[config.mk]
export PLATFORM = sky130hd
export DESIGN_NAME = button_volume_autorepeat
export DESIGN_NICKNAME = d
export VERILOG_FILES = /design/src/bva_pkg.sv /design/src/bva_core.sv /design/src/bva_evq.sv /design/src/button_volume_autorepeat.sv
export SDC_FILE = /design/constraint.sdc
export NUM_CORES = 1
export LEC_CHECK = 0
export BUFFER_PORTS_ARGS = -buffer_cell sky130_fd_sc_hd__buf_2
export CORE_MARGIN = 2
export CORE_UTILIZATION = 55
export CTS_CLUSTER_DIAMETER = 100
export DETAILED_ROUTE_END_ITERATION = 16
export GPL_TIMING_DRIVEN = 0
export PLACE_DENSITY = 0.82
export SYNTH_ARGS = -nofsm -noshare
export SYNTH_HDL_FRONTEND = slang
export SYNTH_HIERARCHICAL = 1
export SYNTH_SLANG_ARGS = --single-unit
export TNS_END_PERCENT = 50
[constraint.sdc]
create_clock -name clk -period 21.6 [get_ports clk]
set_input_delay 3.24 -clock clk [delete_from_list [all_inputs] [get_ports clk]]
set_output_delay 3.24 -clock clk [all_outputs]
set_load 0.005 [all_outputs]
[src/bva_pkg.sv]
// Shared types and constants for the button volume auto-repeat block.
`timescale 1ns / 1ps

package bva_pkg;

    localparam int LEVEL_W    = 7;
    localparam int DELAY_W    = 16;
    localparam int STAMP_W    = 32;
    localparam int EV_MAX     = 4;
    localparam int EV_IDX_W   = 2;
    localparam int EV_CNT_W   = 3;
    localparam int CFG_IDX_W  = 2;

    localparam logic [EV_CNT_W-1:0] EV_CNT_MAX = EV_CNT_W'(EV_MAX);

    // Configuration register indexes
    localparam logic [CFG_IDX_W-1:0] CFG_PRESS_DELAY = 2'd0;
    localparam logic [CFG_IDX_W-1:0] CFG_LOUDEST     = 2'd1;
    localparam logic [CFG_IDX_W-1:0] CFG_QUIETEST    = 2'd2;

    localparam logic [DELAY_W-1:0] PRESS_DELAY_RST = 16'd250;
    localparam logic [LEVEL_W-1:0] LOUDEST_RST     = 7'd0;
    localparam logic [LEVEL_W-1:0] QUIETEST_RST    = 7'd79;

    typedef enum logic [1:0] {
        EV_LEVEL = 2'd0,
        EV_SAVE  = 2'd1,
        EV_MUTE  = 2'd2
    } ev_kind_t;

    typedef struct packed {
        ev_kind_t             kind;
        logic [LEVEL_W-1:0]   value;
    } ev_t;

    typedef struct packed {
        logic up;
        logic down;
        logic mute;
    } buttons_t;

    typedef struct packed {
        logic [DELAY_W-1:0] press_delay;
        logic [LEVEL_W-1:0] loudest;
        logic [LEVEL_W-1:0] quietest;
    } cfg_t;

endpackage

[src/bva_core.sv]
// Per-sample button logic and the volume, mute, repeat and hold-off state.
`timescale 1ns / 1ps

module bva_core
    import bva_pkg::*;
#(
    parameter int TIME_WIDTH = 32
)(
    input  logic                  clk,
    input  logic                  rst_n,
    input  logic                  advance,
    input  buttons_t              btn,
    input  logic [TIME_WIDTH-1:0] now,
    input  cfg_t                  cfg,
    output ev_t                   evs [EV_MAX],
    output logic [EV_CNT_W-1:0]   ev_count
);

    buttons_t              prev_reg,         prev_next;
    logic [TIME_WIDTH-1:0] repeat_start_reg, repeat_start_next;
    logic                  auto_up_reg,      auto_up_next;
    logic                  auto_down_reg,    auto_down_next;
    logic [LEVEL_W-1:0]    level_reg,        level_next;
    logic                  mute_reg,         mute_next;
    logic                  holdoff_reg,      holdoff_next;
    logic [TIME_WIDTH-1:0] holdoff_start_reg, holdoff_start_next;

    always_comb
    begin
        logic [TIME_WIDTH-1:0] delay;
        logic [TIME_WIDTH-1:0] elapsed;
        logic [EV_CNT_W-1:0]   n;
        logic                  save;
        logic                  released;

        delay    = TIME_WIDTH'(cfg.press_delay);
        elapsed  = '0;
        n        = '0;
        save     = 1'b0;
        released = 1'b0;

        for (int i = 0; i < EV_MAX; i++)
        begin
            evs[i] = '{kind: EV_LEVEL, value: '0};
        end

        prev_next          = btn;
        repeat_start_next  = repeat_start_reg;
        auto_up_next       = auto_up_reg;
        auto_down_next     = auto_down_reg;
        level_next         = level_reg;
        mute_next          = mute_reg;
        holdoff_next       = holdoff_reg;
        holdoff_start_next = holdoff_start_reg;

        // Inside the hold-off window only the previous levels follow the sample
        if (!(holdoff_reg && ((now - holdoff_start_reg) < delay)))
        begin
            holdoff_next = 1'b0;

            if ((prev_reg.up && !btn.up) || (prev_reg.down && !btn.down))
            begin
                repeat_start_next = now;
            end

            elapsed = now - repeat_start_next;
            if (!btn.up && (elapsed > delay))
            begin
                repeat_start_next = now;
                if (level_next > cfg.loudest)
                begin
                    level_next   = level_next - 1'b1;
                    auto_up_next = 1'b1;
                    if (n < EV_CNT_MAX)
                    begin
                        evs[n[EV_IDX_W-1:0]] = '{kind: EV_LEVEL, value: level_next};
                        n = n + 1'b1;
                    end
                end
            end

            // Judged against the timer as the up repeat left it
            elapsed = now - repeat_start_next;
            if (!btn.down && (elapsed > delay))
            begin
                repeat_start_next = now;
                if (level_next < cfg.quietest)
                begin
                    level_next     = level_next + 1'b1;
                    auto_down_next = 1'b1;
                    if (n < EV_CNT_MAX)
                    begin
                        evs[n[EV_IDX_W-1:0]] = '{kind: EV_LEVEL, value: level_next};
                        n = n + 1'b1;
                    end
                end
            end

            if (!prev_reg.up && btn.up)
            begin
                if (auto_up_next)
                begin
                    auto_up_next = 1'b0;
                    save         = 1'b1;
                end
                else if (level_next > cfg.loudest)
                begin
                    level_next = level_next - 1'b1;
                    save       = 1'b1;
                    if (n < EV_CNT_MAX)
                    begin
                        evs[n[EV_IDX_W-1:0]] = '{kind: EV_LEVEL, value: level_next};
                        n = n + 1'b1;
                    end
                end
                released = 1'b1;
            end

            if (!prev_reg.down && btn.down)
            begin
                if (auto_down_next)
                begin
                    auto_down_next = 1'b0;
                    save           = 1'b1;
                end
                else if (level_next < cfg.quietest)
                begin
                    level_next = level_next + 1'b1;
                    save       = 1'b1;
                    if (n < EV_CNT_MAX)
                    begin
                        evs[n[EV_IDX_W-1:0]] = '{kind: EV_LEVEL, value: level_next};
                        n = n + 1'b1;
                    end
                end
                released = 1'b1;
            end

            // One save request covers both releases
            if (save && (n < EV_CNT_MAX))
            begin
                evs[n[EV_IDX_W-1:0]] = '{kind: EV_SAVE, value: level_next};
                n = n + 1'b1;
            end

            if (!prev_reg.mute && btn.mute)
            begin
                mute_next = !mute_reg;
                if (n < EV_CNT_MAX)
                begin
                    evs[n[EV_IDX_W-1:0]] = '{kind: EV_MUTE,
                                             value: LEVEL_W'(mute_next)};
                    n = n + 1'b1;
                end
                released = 1'b1;
            end

            if (released)
            begin
                holdoff_next       = 1'b1;
                holdoff_start_next = now;
            end
        end

        ev_count = n;
    end

    always_ff @(posedge clk or negedge rst_n)
    begin
        if (!rst_n)
        begin
            prev_reg          <= '{up: 1'b1, down: 1'b1, mute: 1'b1};
            repeat_start_reg  <= '0;
            auto_up_reg       <= 1'b0;
            auto_down_reg     <= 1'b0;
            level_reg         <= QUIETEST_RST;
            mute_reg          <= 1'b0;
            holdoff_reg       <= 1'b0;
            holdoff_start_reg <= '0;
        end
        else if (advance)
        begin
            prev_reg          <= prev_next;
            repeat_start_reg  <= repeat_start_next;
            auto_up_reg       <= auto_up_next;
            auto_down_reg     <= auto_down_next;
            level_reg         <= level_next;
            mute_reg          <= mute_next;
            holdoff_reg       <= holdoff_next;
            holdoff_start_reg <= holdoff_start_next;
        end
    end

endmodule

[src/bva_evq.sv]
// Result buffer: holds a sample's events, handing out one per cycle unless stalled.
`timescale 1ns / 1ps

module bva_evq
    import bva_pkg::*;
(
    input  logic                clk,
    input  logic                rst_n,
    input  logic                load,
    input  ev_t                 evs [EV_MAX],
    input  logic [EV_CNT_W-1:0] ev_count,
    output logic                load_ok,
    output logic                event_valid,
    input  logic                event_stall,
    output ev_t                 head,
    output logic                head_last
);

    ev_t                 ev_reg [EV_MAX];
    logic [EV_CNT_W-1:0] cnt_reg, cnt_next;
    logic                take;

    assign event_valid = (cnt_reg != '0);
    assign take        = event_valid && !event_stall;
    assign load_ok     = (cnt_reg == '0) || ((cnt_reg == EV_CNT_W'(1)) && take);
    assign head        = ev_reg[0];
    assign head_last   = (cnt_reg == EV_CNT_W'(1));

    always_comb
    begin
        cnt_next = cnt_reg;
        if (load)
        begin
            cnt_next = ev_count;
        end
        else if (take)
        begin
            cnt_next = cnt_reg - 1'b1;
        end
    end

    always_ff @(posedge clk or negedge rst_n)
    begin
        if (!rst_n)
        begin
            cnt_reg <= '0;
        end
        else
        begin
            cnt_reg <= cnt_next;
        end
    end

    // Payload: load a new list, or advance the list on each taken request
    always_ff @(posedge clk)
    begin
        if (load)
        begin
            for (int i = 0; i < EV_MAX; i++)
            begin
                ev_reg[i] <= evs[i];
            end
        end
        else if (take)
        begin
            for (int i = 0; i < EV_MAX - 1; i++)
            begin
                ev_reg[i] <= ev_reg[i + 1];
            end
        end
    end

endmodule

[src/button_volume_autorepeat.sv]
// Top level: sample register, configuration registers, core and result buffer.
//
// Button volume control with auto-repeat.
// Sample channel: up_level, down_level, mute_level (active low) and now_ms, taken
// at an edge where sample_valid is high and sample_stall is low.
// Event channel: event_kind, event_value, last_event, handed over at an edge
// where event_valid is high and event_stall is low; last_event marks the final
// event of a sample. A sample causes zero to four events.
// Order: a taken sample waits in the input register until the result buffer is
// free; its events are then loaded into the buffer, which shows the first one.
// Throughput: one sample per cycle while samples cause at most one event and
// event_stall is low; a sample with more events holds the single event port
// until its last event is taken, and the next sample waits for it.
// Stall: while event_stall is high the buffer holds its events, the waiting
// sample stays in the input register and sample_stall rises; no event is lost.
// Reset: level 79, mute off, no hold-off, delay 250 ms, limits 0 and 79.
// Configuration: wr_en, wr_index, wr_data write the delay (0), loudest limit (1)
// and quietest limit (2); other indexes are ignored. Write only while idle.
`timescale 1ns / 1ps

module button_volume_autorepeat
    import bva_pkg::*;
#(
    parameter int TIME_WIDTH = 32
)(
    input  logic                 clk,
    input  logic                 rst_n,
    input  logic                 sample_valid,
    output logic                 sample_stall,
    input  logic                 up_level,
    input  logic                 down_level,
    input  logic                 mute_level,
    input  logic [STAMP_W-1:0]   now_ms,
    output logic                 event_valid,
    input  logic                 event_stall,
    output logic [1:0]           event_kind,
    output logic [LEVEL_W-1:0]   event_value,
    output logic                 last_event,
    input  logic                 wr_en,
    input  logic [CFG_IDX_W-1:0] wr_index,
    input  logic [DELAY_W-1:0]   wr_data
);

    logic                  in_valid_reg;
    buttons_t              btn_reg;
    logic [TIME_WIDTH-1:0] now_reg;
    cfg_t                  cfg_reg;
    logic                  load_ok;
    logic                  advance;
    logic                  accept;
    ev_t                   evs [EV_MAX];
    logic [EV_CNT_W-1:0]   ev_count;
    ev_t                   head;

    assign advance      = in_valid_reg && load_ok;
    assign sample_stall = in_valid_reg && !load_ok;
    assign accept       = sample_valid && !sample_stall;

    always_ff @(posedge clk or negedge rst_n)
    begin
        if (!rst_n)
        begin
            in_valid_reg <= 1'b0;
        end
        else if (accept)
        begin
            in_valid_reg <= 1'b1;
        end
        else if (advance)
        begin
            in_valid_reg <= 1'b0;
        end
    end

    always_ff @(posedge clk)
    begin
        if (accept)
        begin
            btn_reg <= '{up: up_level, down: down_level, mute: mute_level};
            now_reg <= TIME_WIDTH'(now_ms);
        end
    end

    always_ff @(posedge clk or negedge rst_n)
    begin
        if (!rst_n)
        begin
            cfg_reg <= '{press_delay: PRESS_DELAY_RST,
                         loudest:     LOUDEST_RST,
                         quietest:    QUIETEST_RST};
        end
        else if (wr_en)
        begin
            unique case (wr_index)
                CFG_PRESS_DELAY: cfg_reg.press_delay <= wr_data;
                CFG_LOUDEST:     cfg_reg.loudest     <= wr_data[LEVEL_W-1:0];
                CFG_QUIETEST:    cfg_reg.quietest    <= wr_data[LEVEL_W-1:0];
                default:         ;
            endcase
        end
    end

    bva_core #(
        .TIME_WIDTH (TIME_WIDTH)
    ) u_core (
        .clk      (clk),
        .rst_n    (rst_n),
        .advance  (advance),
        .btn      (btn_reg),
        .now      (now_reg),
        .cfg      (cfg_reg),
        .evs      (evs),
        .ev_count (ev_count)
    );

    bva_evq u_evq (
        .clk         (clk),
        .rst_n       (rst_n),
        .load        (advance),
        .evs         (evs),
        .ev_count    (ev_count),
        .load_ok     (load_ok),
        .event_valid (event_valid),
        .event_stall (event_stall),
        .head        (head),
        .head_last   (last_event)
    );

    assign event_kind  = head.kind;
    assign event_value = head.value;

endmodule

After elaboration in Yosys (flattened, before gate mapping)
Memory sizes are Yosys's and may differ from the RTL's.
Index checks and enable logic that the tools add are counted.
Widths: inputs -> output; s select.

word-level totals
  memories kept = 1
  flip-flop bits (word level) = 147
  output and inout port bits = 12
  memory bits (writable) = 36
  input bits = 58

memory list
  memory        words  bits a word  read ports  clocked after memory_dff  wr ports  line           RTL
  u_evq.ev_reg  4      9            4           0                         4         bva_evq.sv:19  ev_t ev_reg [EV_MAX];

operators by class
  add/subtract/negate cells = 13
  bitwise logic cells = 9
  equality and inequality tests = 3
  mux-type cells = 110
  order comparisons = 22
  reduce and logical (&&, ||, !) cells = 41

operators with widths
  operator             number
  $mux 36              19
  $bwmux 36            5
  $mux 32              5
  $mux 7               15
  $sub 32x32->32       3
  $demux 9 s2          5
  $mux 9               10
  $mux 3               23
  $gt 32x16->1         2
  $lt 32x16->1         1
  $mux 1               28
  $logic_and 1x1->1    19
  $add 3x1->3 const B  5
  $ge 3x3->1 const B   5
  $lt 3x1->1 const B   5
  $lt 3x3->1 const B   5
  $not 2->3            5
  $add 7x1->7 const B  2
  $gt 7x7->1           2
  $lt 7x7->1           2
  $sub 7x1->7 const B  2
  $logic_not 1->1      9
  $reduce_and 2->1     4
  $reduce_and 3->1     2
  other kinds (11)     15

Longest topological paths before layout
Gate-level depths: netlist (run 1).

  word-level depth = 41
  gate-level depth with buffers = 92
  depth with buffers taken out = 85

By module
Netlist (run 1), hierarchy kept.

by module, submodules not included
  module                    sequential area each (µm²)  cells an instance  area an instance (µm²)  times used
  bva_core                  1,961.9                     1,993              14,682.8                1
  button_volume_autorepeat  1,840.5                     105                2,252.2                 1
  bva_evq                   1,156.1                     94                 1,660.3                 1

Worst setup path after synthesis (run 1)
No wires, ideal clock.

  path type = flip-flop to flip-flop
  start point = reg u_core/prev_reg[1] (netlist bit)
  end point = mem u_evq/ev_reg[0][3] (netlist bit), data pin
  setup slack = 4.700 ns
  path buffers = 8
  data required time = 21.340 ns
  stages on the path, launching flop included = 87
  arrival time = 16.640 ns
  setup time = 0.260 ns
  path through = dfstp_2 > nor2b_1 > nor2_1 > buf_6 > clkbuf_1 > clkbuf_1 > o21ai_0 > ha_1 > inv_1 > ha_1 > a31oi_1 > o211ai_2 > and3_1 > o31a_2 > a211oi_1 > ha_1 > nor2b_1 > o21ai_0 > [51 not listed] > mux2i_1 > inv_1 > ha_1 > a21o_1 > a211oi_1 > nand2b_1 > nor2_2 > o21a_1 > mux2_2 > ha_1 > and4_1 > a21oi_1 > ha_1 > nand2_1 > a2111o_1 > nand2_1 > a211oi_1 > mux2_2

RTL lines
  item                      line             RTL
  start: declaration        bva_core.sv:19   buttons_t prev_reg, prev_next;
  start signal: assignment  bva_core.sv:172  prev_reg <= '{up: 1'b1, down: 1'b1, mute: 1'b1};
  start signal: assignment  bva_core.sv:183  prev_reg <= prev_next;
  end: declaration          bva_evq.sv:19

==> results of run 1 <==
through the flow:
stage	setup slack [ns]	setup TNS [ns]	utilization	hold WS, ns
after floorplan	4.700	0	-	0.4497
after global placement	-0.05763	-0.09067	0.5830	0.4659
after detailed placement	-0.3947	-3.310	0.5849	0.4663
after CTS	0.05772	0	0.6021	0.4898
after global routing	0.01312	0	0.6043	0.5224
final	1.293	0	0.6043	0.4894
final cells by class:
| class | count | area, sq um |
|---|---|---|
| clock inverters | 14 | 140.1 |
| inverters | 164 | 615.6 |
| repair buffers | 76 | 444.2 |
| well taps | 448 | 560.5 |
| fillers | 2994 | 13240 |
| clock buffers | 18 | 429.2 |
| flip-flops and latches | 183 | 4959 |
| plain buffers | 72 | 405.4 |
| multi-input cells | 1773 | 12660 |
per-layer routing:
layer	GRT usage	up-vias	share of wire
met4	0.1211	0	0.035
met5	0	-	0
met3	0.05259	157	0.065
li1	-	8251	-
met1	0.4352	8594	0.41
met2	0.5999	793	0.49
Yosys cell counts, drive strengths merged (8+ instances only):
master,instances,share of area
edfxtp,71,0.11
nor2b,44,0.015
a21oi,166,0.045
nand2b,45,0.016
and2,23,0.0081
mux2i,51,0.027
dfrtp,93,0.13
o21ai,159,0.043
nor3,49,0.014
a21o,41,0.017
nor4,11,0.0040
a31oi,20,0.0075
mux2,101,0.061
xor2,31,0.015
o31a,9,0.0044
a211oi,33,0.013
o31ai,14,0.0071
nor2,171,0.035
nand2,186,0.038
dfstp,19,0.027
and3,23,0.0077
or3,15,0.0053
a2111oi,8,0.0042
a22oi,9,0.0039
o221ai,10,0.0047
buf,22,0.0096
a21boi,10,0.0040
xnor2,70,0.033
nand4,30,0.011
nand3,50,0.013
maj3,9,0.0048
or4,12,0.0052
clkbuf,48,0.010
ha,176,0.12
nand3b,9,0.0036
o2111ai,10,0.0047
inv,163,0.033
o211ai,23,0.0096
o21a,25,0.010
o22ai,10,0.0034
kinds of logic (layout without fill, tap and decap cells):
group,Yosys count,after routing,synth area share
fa+ha+maj,187,187,0.1254
buf+inv,236,344,0.05464
mux,152,152,0.08862
simple gates,703,703,0.1919
flops,183,183,0.2667
compound gates,629,629,0.2240
xor+xnor,102,102,0.04878
placed cells by master (no fill, tap or decap), types with 12 or more instances in the layout:
master,synthesis,routed
nand2_1,184,184
ha_1,176,176
nor2_1,169,166
a21oi_1,165,165
inv_1,162,162
o21ai_0,151,151
mux2_2,101,101
dfrtp_1,93,93
buf_2,8,76
edfxtp_1,71,71
xnor2_1,70,69
mux2i_1,51,51
nand3_1,50,50
nor3_1,48,48
nand2b_1,44,44
clkbuf_1,46,43
nor2b_1,43,41
a21o_1,41,41
xor2_1,31,31
a211oi_1,33,31
nand4_1,29,29
o21a_1,25,25
and3_1,23,23
o211ai_1,22,22
dfstp_2,19,19
a31oi_1,19,19
and2_1,18,17
clkbuf_16,0,17
or3_1,14,14
o31ai_1,12,12
repair_timing:
item / CTS / global route
endpoints found under the setup margin: 30 / 45
pin swaps: 0 / 2
gates resized for setup: 2 / 15
hold buffers: 0 / 0
buffers inserted: 0 / 5
how the worst max path moves through the flow:
stage | endpoint | slack, ns
after floorplan | u_evq/ev_reg[0][3] | 4.70
after global placement | u_evq/ev_reg[0][1] | -0.06
after detailed placement | u_evq/ev_reg[0][1] | -0.39
after CTS | u_evq/ev_reg[0][1] | 0.06
after global routing | u_evq/ev_reg[0][1] | 0.01
final | u_evq/ev_reg[0][1] | 1.29
critical path: cells and delay by family, from the launching register on:
kind / cells / cell delay [ns]
AOI/OAI and AO/OA: 32 / 7.55
and+or+nand+nor: 29 / 4.90
buffers and inverters: 12 / 2.90
adders and majority gates: 8 / 2.54
muxes: 3 / 1.08
xor gates and xnor gates: 2 / 0.53
DFF: 1 / 0.49
==> results.toml, run 1 <==
[clock_tree]
path_clk_slew_ns = 0.07
deepest_clock_path_buffer_count = 2
clock_insertion_delay_worst_skew_ns = 0.47
htree_num_levels = 4
numClockSinks = 183
cts_made_buffers = 17
root_buffer = "clkbuf_16"
tritoncts_clock_tree = "built"

[setup_path]
worst_path_most_repeated_cell = "a21oi_1"
worst_path_max_delay_cell = "o31ai_1"
path_class = "reg -> reg"
worst_r2r_path_depth = 86
worst-path-max-fanout = 11
worstSetupStartpointType = "flop"
r2r_end = "u_evq/ev_reg[0][1]"
cp-end-kind = "flop"
reg2reg_setup_slack_ns = 1.29
worstPathRequired_ns = 21.82
arrival_ns = 20.53
crit_path_start = "btn_reg[2]"
rr_startpoint = "btn_reg[2]"
slowest_delay_ns = 0.73

[floorplan]
ioPinCount = 70
die_h_microns = 187.9
fp.coreArea_sq_um = 33450
floorplan.die_area_sq_um = 35300
start_util = 0.5559
die_w_microns = 187.9
placementRows = 67

[grt]
globalRouteOverflowTotal = 0
grt_pass1_wl_microns = 95940
largest_net_degree_at_the_start_of_global_routing = 85
grt_pass1_vias = 17600
gr-usage-all-layers = 0.3449
antenna_found_initial = 0

[final_layout]
final_area_sq_um = 20210
num-nets-final = 2523
layout-area-overhead-vs-synth_pct = 8.700
non_filler_instance_count_after_layout = 2748
antenna_cells_inserted = 0
flip_flop_count_of_the_largest_register_after_layout = 36
drive_gt1_frac = 0.1343

[worst_hold_path]
timing.hold.worst_path_depth = 1
hold_path.class = "reg -> reg"
whs_endpoint = "u_core/holdoff_reg"
hold_start = "u_core/holdoff_reg"

[sta]
finalSetupViolCount = 0
tightestPinTransition_ns = 1.057
grt_setup_unrepaired = "false"
clock-skew-final_ns = 0.01221
final_period_minus_worst_setup_slack_ns = 20.31
max-slew-margin-rel = 0.2956
timing.final.hold_violations = 0
final_clock_period_utilization_by_the_worst_path = 0.9402
maximum_clock_frequency_ghz = 0.04924
finalMaxSlewViolations = 0

[job]
cap_violations = 0

[logic_synthesis]
ys_warn_count = 6
mappedNetlistNets = 2428
ys_seq_elements = 183
synth.distinct_cells = 115
avgSynthCellArea_sq_um = 8.483
synth-main-ff-cell = "dfrtp_1"
synth_enable_flop_cells = 71
synth-seq-area-share = 0.2667
async_reset_ff_frac = 0.6120
synthesized_area_sq_um = 18600
post_syn_instances = 2192

[detailed_routing]
routedWlPerCell_microns = 22.18
drt_pre_antenna_iters = 6
routed-via-count = 17800
ant_nets = 0
routed_wirelength_microns = 60960
drt_iter0_drc = 1791
post-route-drc-count = 0
vias_per_cell = 6.476

[placed_design]
hpwlAfterDp_microns = 48220
post-place-cells = 2711
port-buffer-count = 69
post_detailed_placement_cell_area_sq_um = 19560
place.gp.congestion = 1.023

[run_status]
status = "finished clean"
Power of run 1 is left out: the tool's default activity adds up to more than one toggle a clock period on the data nets, which glitch-free logic cannot reach.
==> inputs of run 2 (changes only) <==
--- a/config.mk
+++ b/config.mk
@@ -10,7 +10,6 @@
 export CORE_UTILIZATION = 55
 export CTS_CLUSTER_DIAMETER = 100
 export DETAILED_ROUTE_END_ITERATION = 16
-export GPL_TIMING_DRIVEN = 0
 export PLACE_DENSITY = 0.82
 export SYNTH_ARGS = -nofsm -noshare
 export SYNTH_HDL_FRONTEND = slang
==> run 2 against run 1 <==
Net effect:
- core utilization is 1.3 points lower
- clock skew is 0.0044 ns higher
- non-clock buffer count is 69 lower
- critical path depth is 3 lower
- die area stayed put
- final area is 2.2% lower
- fmax is 2.9% higher
- setup slack better by 0.58 ns
- count of clock-buffer cells in the layout is 4 higher
- register-to-register slack better by 0.58 ns
- largest cell class unchanged
==> results.toml, run 2 (synthesis gave the netlist of run 1 again) <==
[placed_design]
hpwlAfterDp_microns = 44750
dp_worst_setup_slack_ns = 1.048
place.gp.congestion = 0.9808
port-buffer-count = 69

[setup_path]
arrival_ns = 19.93
worst-path-max-fanout = 20
worstPathRequired_ns = 21.81
worst_path_max_delay_cell = "a31oi_1"
cp-end-kind = "flop"
slowest_delay_ns = 0.73
worstSetupStartpointType = "flop"
path_class = "reg -> reg"

[final_layout]
layout-area-overhead-vs-synth_pct = 6.358
antenna_cells_inserted = 0
num-nets-final = 2454
final_cell_mix = "nand2_1, ha_1, nor2_1"
drive_gt1_frac = 0.1273
layout_commonest_cell = "nand2_1"
num-fill-cells = 2961
flip_flop_count_of_the_largest_register_after_layout = 36

[sta]
slack_of_the_critical_path_ns = 1.873
final_period_minus_worst_setup_slack_ns = 19.73
tightestPinTransition_ns = 1.229
final_clock_period_utilization_by_the_worst_path = 0.9133
timing.final.hold_violations = 0
max-slew-margin-rel = 0.1779
totalNegativeSetupSlack_ns = 0
finalSetupViolCount = 0
clock-skew-final_ns = 0.01664
maximum_clock_frequency_ghz = 0.05069
finalMaxSlewViolations = 0
grt_setup_unrepaired = "false"

[clock_tree]
numClockSinks = 183
post_cts_resized = 0
path_clk_slew_ns = 0.07
root_buffer = "clkbuf_16"
deepest_clock_path_buffer_count = 2
clock_insertion_delay_worst_skew_ns = 0.46
post_cts_hold_buffer_count = 0
cts_made_buffers = 17
tritoncts_clock_tree = "built"
cts_post_setup_buffers_inserted = 0
htree_num_levels = 4

[detailed_routing]
ant_nets = 0
vias_per_cell = 6.416
drt_iter0_drc = 1467
post-route-drc-count = 0
routedWlPerCell_microns = 21.54
routed-via-count = 17190
routed_wirelength_microns = 57720
drt_pre_antenna_iters = 7

[grt]
grt.busiest_layer = "met2"
grt_pass1_vias = 16790
antenna_found_initial = 0
groute.layer.met2.usage = 0.5544
globalRouteOverflowTotal = 0
largest_net_degree_at_the_start_of_global_routing = 59
grt.met1_usage = 0.4203
grt_pass1_wl_microns = 90770
global_route.usage.met3 = 0.04380
gr-usage-all-layers = 0.3251

[floorplan]
floorplan.die_area_sq_um = 35300
start_util = 0.5559
fp.coreArea_sq_um = 33450
die_w_microns = 187.9
placementRows = 67
ioPinCount = 70
die_h_microns = 187.9

[job]
cap_violations = 0

[worst_hold_path]
hold_path.class = "reg -> reg"

[run_status]
status = "finished clean"
-- run 2: final timing paths --
path / startpoint / end / slack [ns] / cells after the start
min in group asynchronous: rst_n / cfg_reg[7] / 2.87 / 1
worst min register to register: u_core/holdoff_reg / u_core/holdoff_reg / 0.49 / 1
worst max-delay path: btn_reg[2] / u_evq/ev_reg[0][1] / 1.87 / 83
max in group asynchronous: rst_n / u_core/holdoff_start_reg[22] / 17.41 / 2
worst min-delay path: u_core/holdoff_reg / u_core/holdoff_reg / 0.49 / 1
worst max register to register: btn_reg[2] / u_evq/ev_reg[0][1] / 1.87 / 83
-- run 2: metal layers --
metal	part of all wire	up-vias
li1	-	8094
met2	0.48	626
met1	0.43	8365
met3	0.056	103
met4	0.033	0
met5	0	-
-- run 2: critical path, delay by kind of cell, from the launching register on --
kind / cells / cell delay, ns
and+or+nand+nor: 30 / 5.30
adders and majority gates: 9 / 2.56
buffers and inverters: 4 / 0.60
muxes: 3 / 0.97
DFF: 1 / 0.57
xor gates and xnor gates: 2 / 0.44
AOI/OAI and AO/OA: 35 / 8.95
-- run 2: through the flow --
stage	util	area, sq um	cells	hold WS (ns)
after global routing	0.5913	19780	2679	0.5172
after floorplan	-	18600	2192	0.4497
final	0.5913	19780	2679	0.4855
after CTS	0.5905	19750	2679	0.4849
after detailed placement	0.5741	19200	2647	0.4701
after global placement	0.5741	19200	2647	0.4626
-- run 2: layout make-up --
class	count	area, sq um	share of cell area
clock buffers	22	486.7	0.02461
flip-flops and latches	183	4959	0.2507
well taps	448	560.5	0.02834
multi-input cells	1773	12670	0.6406
clock inverters	10	63.81	0.003226
repair buffers	79	422.9	0.02138
inverters	164	615.6	0.03113
Power of run 2 is left out for the same reason.
